`config.mk`:
```
export PLATFORM = sky130hd
export DESIGN_NAME = at_command_recognizer
export DESIGN_NICKNAME = d
export VERILOG_FILES = /design/src/design/atcr_pkg.sv /design/src/design/at_command_recognizer.sv
export SDC_FILE = /design/constraint.sdc
export NUM_CORES = 1
export LEC_CHECK = 0
export BUFFER_PORTS_ARGS = -buffer_cell sky130_fd_sc_hd__buf_2
export CAP_MARGIN = 20
export CORE_MARGIN = 2
export CORE_UTILIZATION = 45
export DETAILED_ROUTE_END_ITERATION = 8
export GPL_ROUTABILITY_DRIVEN = 1
export SLEW_MARGIN = 15
export SYNTH_ARGS = -nofsm -noshare
export SYNTH_HDL_FRONTEND = slang
export SYNTH_SLANG_ARGS = --single-unit
```
`constraint.sdc`:
```
create_clock -name aclk -period 4.8 [get_ports aclk]
set_clock_uncertainty 0.05 [all_clocks]
set_input_delay 0.48 -clock aclk [delete_from_list [all_inputs] [get_ports aclk]]
set_output_delay 0.48 -clock aclk [all_outputs]
set_load 0.01 [all_outputs]
```
`src/design/atcr_pkg.sv`:
```
// ----------------------------------------------------------------------------
// AT command recognizer package
// Keyword table, command codes and access kinds shared by the recognizer
// and its port checker.
// ----------------------------------------------------------------------------
package atcr_pkg;

    localparam int KwCount   = 8;
    localparam int KwMaxLen  = 7;

    localparam logic [3:0] NAME_POS_MAX = 4'd15;

    // Command codes; keyword k of the table reports code k + 1.
    localparam logic [3:0] CODE_UNKNOWN = 4'd0;
    localparam logic [3:0] CODE_MAX     = 4'd8;

    // Access kinds.
    localparam logic [2:0] KIND_UNDEF = 3'd0;
    localparam logic [2:0] KIND_BASE  = 3'd1;
    localparam logic [2:0] KIND_READ  = 3'd2;
    localparam logic [2:0] KIND_TEST  = 3'd3;
    localparam logic [2:0] KIND_SET   = 3'd4;

    localparam logic [7:0] CHAR_EQ    = 8'h3D;  // '='
    localparam logic [7:0] CHAR_QUERY = 8'h3F;  // '?'

    // Keyword text, first character in the top byte, short names padded.
    localparam logic [8*KwMaxLen-1:0] KW_TEXT [KwCount] = '{
        "AT+CFUN", {"AT+CBC", 8'h00}, "AT+CLCK", "AT+CPWD",
        "AT+CPIN", "AT+CUSD", "AT+CNUM", "AT+CMEE"
    };

    localparam logic [3:0] KW_LEN [KwCount] = '{
        4'd7, 4'd6, 4'd7, 4'd7, 4'd7, 4'd7, 4'd7, 4'd7
    };

    // Character p of keyword k; positions past the table read as zero.
    function automatic logic [7:0] kw_char(input int k, input logic [2:0] p);
        logic [7:0] c;
        c = 8'h00;
        if (int'(p) < KwMaxLen) begin
            c = KW_TEXT[k][8*(KwMaxLen-1-int'(p)) +: 8];
        end
        return c;
    endfunction

    // ASCII lower case letters fold to upper case; all else passes.
    function automatic logic [7:0] fold_upper(input logic [7:0] b);
        logic [7:0] f;
        f = b;
        if (b >= 8'h61 && b <= 8'h7A) begin
            f = b - 8'h20;
        end
        return f;
    endfunction

endpackage

```
`src/design/at_command_recognizer.sv`:
```
// ----------------------------------------------------------------------------
// AT command recognizer
// Classifies one AT command line per run of words into a command code and an
// access kind.
// ----------------------------------------------------------------------------
// One byte of the command line arrives per input word, with tlast on the
// final byte of the line. The block accepts one word per clock cycle while
// the input side does not stall: a word is held in an input register and is
// folded into the line state in the next cycle by a single pass of shallow
// matching logic; a final byte passes from the input register into the result
// register. Exactly one result word leaves per line, when the final byte has
// been processed; it carries the command code (0 for an unknown name, 1 to 8
// for CFUN, CBC, CLCK, CPWD, CPIN, CUSD, CNUM, CMEE with the AT+ prefix,
// matched without regard to case) and the access kind (base, read '?', test
// '=?', set '='; undefined for an unknown name). The input side stalls only
// when a finished result still waits in the output register and another
// final byte needs to leave. After the final byte the line state returns to
// its reset value, ready for the next line.
// ----------------------------------------------------------------------------
module at_command_recognizer (
    input  logic       aclk,
    input  logic       aresetn,
    input  logic       s_tvalid,
    output logic       s_tready,
    input  logic [7:0] s_tdata,    // [7:0] cmd_byte
    input  logic       s_tlast,    // last_byte
    output logic       m_tvalid,
    input  logic       m_tready,
    output logic [7:0] m_tdata     // [3:0] command_code, [6:4] access_kind, [7] zero
);
    import atcr_pkg::*;

    typedef enum logic [1:0] {
        PH_NAME,    // collecting name bytes
        PH_EQ,      // the byte after '=' decides test or set
        PH_DONE     // kind decided, rest of line ignored
    } phase_t;

    // Input register.
    logic       in_valid_reg, in_valid_next;
    logic [7:0] in_byte_reg,  in_byte_next;
    logic       in_last_reg,  in_last_next;

    // Line state.
    logic [3:0]       pos_reg,   pos_next;
    logic [KwCount-1:0] hits_reg, hits_next;
    phase_t           phase_reg, phase_next;
    logic [2:0]       kind_reg,  kind_next;

    // Result register.
    logic       out_valid_reg, out_valid_next;
    logic [3:0] out_code_reg,  out_code_next;
    logic [2:0] out_kind_reg,  out_kind_next;

    logic       advance;
    logic [7:0] folded;
    logic [3:0] code;

    // A buffered byte moves on unless it ends a line and the result slot is
    // still occupied by a word the consumer has not taken.
    assign advance  = in_valid_reg && (!in_last_reg || !out_valid_reg || m_tready);
    assign s_tready = !in_valid_reg || advance;

    assign folded = fold_upper(in_byte_reg);

    always_comb begin
        in_valid_next = in_valid_reg;
        in_byte_next  = in_byte_reg;
        in_last_next  = in_last_reg;
        if (advance) begin
            in_valid_next = 1'b0;
        end
        if (s_tvalid && s_tready) begin
            in_valid_next = 1'b1;
            in_byte_next  = s_tdata;
            in_last_next  = s_tlast;
        end
    end

    // Line state update for the buffered byte.
    always_comb begin
        pos_next   = pos_reg;
        hits_next  = hits_reg;
        phase_next = phase_reg;
        kind_next  = kind_reg;
        unique case (phase_reg)
            PH_NAME: begin
                if (pos_reg != 4'd0 && in_byte_reg == CHAR_QUERY) begin
                    kind_next  = KIND_READ;
                    phase_next = PH_DONE;
                end else if (pos_reg != 4'd0 && in_byte_reg == CHAR_EQ) begin
                    kind_next  = KIND_SET;
                    phase_next = PH_EQ;
                end else begin
                    for (int k = 0; k < KwCount; k++) begin
                        hits_next[k] = hits_reg[k] && (pos_reg < KW_LEN[k])
                                       && (kw_char(k, pos_reg[2:0]) == folded);
                    end
                    if (pos_reg != NAME_POS_MAX) begin
                        pos_next = pos_reg + 4'd1;
                    end
                    kind_next = KIND_BASE;
                end
            end
            PH_EQ: begin
                kind_next  = (in_byte_reg == CHAR_QUERY) ? KIND_TEST : KIND_SET;
                phase_next = PH_DONE;
            end
            PH_DONE: begin
            end
            default: begin
            end
        endcase
    end

    // The first keyword that still matches over its whole length wins.
    always_comb begin
        code = CODE_UNKNOWN;
        for (int k = KwCount - 1; k >= 0; k--) begin
            if (hits_next[k] && KW_LEN[k] == pos_next) begin
                code = 4'(k + 1);
            end
        end
    end

    always_comb begin
        out_valid_next = out_valid_reg;
        out_code_next  = out_code_reg;
        out_kind_next  = out_kind_reg;
        if (m_tready) begin
            out_valid_next = 1'b0;
        end
        if (advance && in_last_reg) begin
            out_valid_next = 1'b1;
            out_code_next  = code;
            out_kind_next  = (code == CODE_UNKNOWN) ? KIND_UNDEF : kind_next;
        end
    end

    always_ff @(posedge aclk) begin
        if (!aresetn) begin
            in_valid_reg  <= 1'b0;
            out_valid_reg <= 1'b0;
            pos_reg       <= 4'd0;
            hits_reg      <= '1;
            phase_reg     <= PH_NAME;
            kind_reg      <= KIND_UNDEF;
        end else begin
            in_valid_reg  <= in_valid_next;
            out_valid_reg <= out_valid_next;
            if (advance) begin
                if (in_last_reg) begin
                    // End of line: back to the reset state for the next line.
                    pos_reg   <= 4'd0;
                    hits_reg  <= '1;
                    phase_reg <= PH_NAME;
                    kind_reg  <= KIND_UNDEF;
                end else begin
                    pos_reg   <= pos_next;
                    hits_reg  <= hits_next;
                    phase_reg <= phase_next;
                    kind_reg  <= kind_next;
                end
            end
        end
        in_byte_reg  <= in_byte_next;
        in_last_reg  <= in_last_next;
        out_code_reg <= out_code_next;
        out_kind_reg <= out_kind_next;
    end

    assign m_tvalid = out_valid_reg;
    assign m_tdata  = {1'b0, out_kind_reg, out_code_reg};

endmodule

```
==> results.md <==
Power and ir drop:
- Of the total power, the share spent switching nets is 0.301.
- For this design the ratio of total power to cell area is 226 nW/um2.
- The internal power of the cells is 0.470 mW.
- The proportion of power drawn by combinational gates is 0.153.
- The clock network fraction of design power is 0.338.
- The completed layout was analyzed and its total power is between 0.6 and 0.7 mW.
- The power spent charging and discharging nets is 0.202 mW.
- The fraction of power consumed by sequential logic is 0.509.
- The largest voltage drop on the vdd net is about 0.18 mV.
- Summed over all cells, the static leakage comes to about 1.1 nW.

Clocking:
- Once the clock tree was built, the setup fixing pass inserted 0 buffers.
- Clock-pin slew was measured on the worst setup and hold paths at approximately 0.08 ns.
- The count of hold buffers inserted by post-cts repair is 0.
- The maximum level of the CTS H-tree is 2.
- The tree is rooted in a clkbuf_8.
- The clock drives 35 sinks.
- The number of buffers added by the clock tree synthesis step is 5.
- Counting along the longest clock path gives a buffer depth of 2.
- Once the clock tree was built, the resizer swapped 0 gates to a different size.
- The later pin in the worst-skew pair is clocked with a latency of 0.29 ns.
- TritonCTS built the clock tree.

Hold path:
- The class of the tightest hold or removal check is primary input to register.
- The cell depth of the worst min-delay path is 1.
- The startpoint identified for the worst hold timing path is s_tdata[4].

Die:
- In this run the count of I/O pins placed on the die edge is 23.
- The effective utilization at floorplan is 0.468.
- The core region is 5960 um2.
- Measured along the x axis, the die boundary spans 82.7 um.
- The area of the die is 6840 um2.
- The die outline height is around 83 um.
- The floorplan has 28 rows.

Worst setup path:
- The worst setup path is launched from a register.
- The category of the most critical setup path is register to register.
- Counting cells, the worst reg-to-reg path comes to 10.
- In this run the critical register-to-register path is launched from pos_reg[2].
- The endpoint kind of the worst setup timing path is a register.
- STA puts the critical path data required time at 4.80 ns.
- The first element of the critical path is pos_reg[2].
- Of all nets on the critical path, the largest fanout is 16.
- For the worst setup path, the data arrival time is around 4 ns.

Finish:
- In the final design database the tool counted 359 nets.
- Summing all non-filler instances in the final layout gives an area of 2980 um2.
- The count of non-filler cells in the finished layout is ~420.
- The number of diodes is 0.
- The core occupancy in the finished layout is 0.500.
- Of the cells placed in the final design, the portion with a size suffix greater than 1 is 0.132.
- The area growth from synthesis to layout is 6.68%.

Placement:
- In this run the tool buffered the top-level ports with 21 buffer cells.
- The instance area after placement is 2880 um2.
- The number of instances in the placed design is 408.
- The final weighted congestion in routability-driven placement is approximately 0.91.
- The HPWL after detailed placement is between 5000 and 6000 um.

Synth:
- The share of synthesized area in the top cell type comes to 0.172.
- The mean area per synthesized cell is roughly 8.3 um2.
- edfxtp_1 takes more of the synthesized area than any other cell.
- The post-synthesis async set-or-reset flop share is 0.
- Synthesis handed over a netlist of 336 instances.
- The number of enable-type register cells in the synthesized netlist is 16.
- Summing every instance area after synthesis gives 2790 um2.
- Synthesis inferred 35 register bits.
- The count of yosys warnings during synthesis is 0.
- After synthesis, the netlist uses 69 different library cells.
- Sorting the synthesized cells by area gives the leading types as edfxtp_1 17%, dfxtp_1 14%, xnor2_1 4.7%, a21oi_1 4.3%, nor2_1 3.9%.
- Of the synthesized area, sequential elements account for 0.309.
- Counting every net in the synthesized netlist gives 355.
- The most common flop cell mapped by yosys is dfxtp_1.

Timing:
- The count of endpoints failing setup in the final report is 0.
- The total count of hold-check failures in the final report is 0.
- The routed design could run at a clock period as short as 4.00 ns.
- The count of final max-slew check failures is 0.
- At the pin with the least slew margin, the transition time is 0.896 ns.
- The setup TNS is 0 ns.
- Setup repair after global routing left no endpoint under its margin.
- The relative slew slack is 0.400.
- Based on the critical path, the design can be clocked at up to 250 MHz.
- The post-route fraction of the period consumed by the critical path is 0.833.

Detailed routing:
- Detailed routing inserted a total of between 2000 and 3000 vias.
- In the routed design, unresolved DRC markers number 0.
- The count of nets left with antenna violations once routing finished came out at 0.
- The average wire per standard cell is 17.5 um.
- The number of detailed-routing iterations run before antenna repair is 5.
- For this block, the routed nets add up to 7260 um of wire.
- The average vias per placed instance is 6.26.
- The DRC violation total after the first TritonRoute iteration is 274.

Global route:
- The first global-routing pass estimated 11800 um of wire.
- The number of global-route vias before repair came to 2365.
- The total overflow left after global routing is 0.
- The pin count of the biggest net entering global routing is 23.
- The overall global routing resource usage is 0.231.
- The number of antenna violations at the first check in global routing was 0.

Run status:
- The run finished with clean final reports.

Run:
- The number of max-cap violations is 0.
==> power by group through the flow <==
| stage | logic, mW | clock network, mW | registers (mW) |
|---|---|---|---|
| 6_report | 0.103 | 0.227 | 0.342 |
| 5_1_grt | 0.114 | 0.243 | 0.345 |
| 2_1_floorplan | 0.0845 | 0 | 0.338 |
| 4_1_cts | 0.102 | 0.232 | 0.342 |
| 3_5_place_dp | 0.101 | 0 | 0.349 |
| 3_3_place_gp | 0.101 | 0 | 0.349 |
==> layout by cell type (no fill, tap or decap), types with 6 or more instances in the layout <==
cell / count
a32oi_1: 6
a21oi_1: 24
dfxtp_1: 19
nor2b_1: 11
nor2_1: 29
ha_1: 6
nand2_1: 20
inv_1: 13
nor4_1: 6
nand3_1: 9
nor3_1: 18
o21ai_0: 14
and2_1: 6
edfxtp_1: 16
a31oi_1: 6
buf_2: 21
xnor2_1: 15
==> worst paths after layout <==
path         slack, ns              end
max reg2reg       0.80  out_kind_reg[0]
min reg2reg       0.42      hits_reg[7]
min               0.30   in_byte_reg[4]
max               0.80  out_kind_reg[0]
==> worst max-delay path: stages (launching register included) <==
cell	delay [ns]
dfxtp_1	0.74
ha_1	0.39
nor2b_1	0.60
nor3_1	0.19
mux4_2	0.51
a32oi_1	0.19
nor4_1	0.11
a22oi_1	0.32
a311oi_2	0.21
nor4b_4	0.35
nor2_1	0.08
==> cell type report <==
type / count / area, um2
Fill cell: 591 / 2980
Multi-Input combinational cell: 261 / 1760
Sequential cell: 35 / 861
Timing Repair Buffer: 23 / 120
Tap cell: 75 / 93.8
Clock buffer: 5 / 68.8
Inverter: 14 / 52.6
Clock inverter: 3 / 22.5
==> synth_stat cells (3+ instances only) <==
master	count
a2111oi_0	3
a21o_1	5
a21oi_1	24
a31oi_1	6
a32oi_1	6
and2_1	6
and3_1	5
buf_2	11
clkbuf_1	11
dfxtp_1	19
edfxtp_1	16
ha_1	6
inv_1	13
nand2_1	20
nand2b_1	5
nand3_1	9
nand4_1	4
nor2_1	29
nor2b_1	11
nor3_1	18
nor4_1	6
o2111ai_1	4
o211ai_1	5
o21a_1	5
o21ai_0	14
o31ai_1	4
or3_1	3
xnor2_1	15
xor2_1	5
==> stage by stage <==
step,hold slack (ns),worst slack [ns]
2_1_floorplan,0.387,1.25
3_5_place_dp,0.401,0.904
6_report,0.305,0.800
4_1_cts,0.302,0.859
5_1_grt,0.298,0.542
3_3_place_gp,0.398,0.859
==> cell families (layout without fill, tap and decap cells) <==
kind of cell / count (synthesis) / in the layout / share of synthesized area
flops: 35 / 35 / 0.309
other cells: 1 / 1 / 0.00134
fa+ha+maj: 6 / 6 / 0.0269
xor+xnor: 23 / 23 / 0.0826
compound gates: 100 / 100 / 0.257
buf+inv: 40 / 45 / 0.0615
mux: 2 / 2 / 0.0121
simple gates: 129 / 129 / 0.250
==> metal layers <==
| metal | GRT usage | share of wire | vias to the layer above |
|---|---|---|---|
| li1 | - | - | 1259 |
| met1 | 0.311 | 0.44 | 1193 |
| met2 | 0.379 | 0.47 | 124 |
| met3 | 0.0391 | 0.063 | 27 |
| met4 | 0.0672 | 0.026 | 0 |
| met5 | 0 | 0 | - |
No activity file was read; power rests on OpenSTA's default activity.
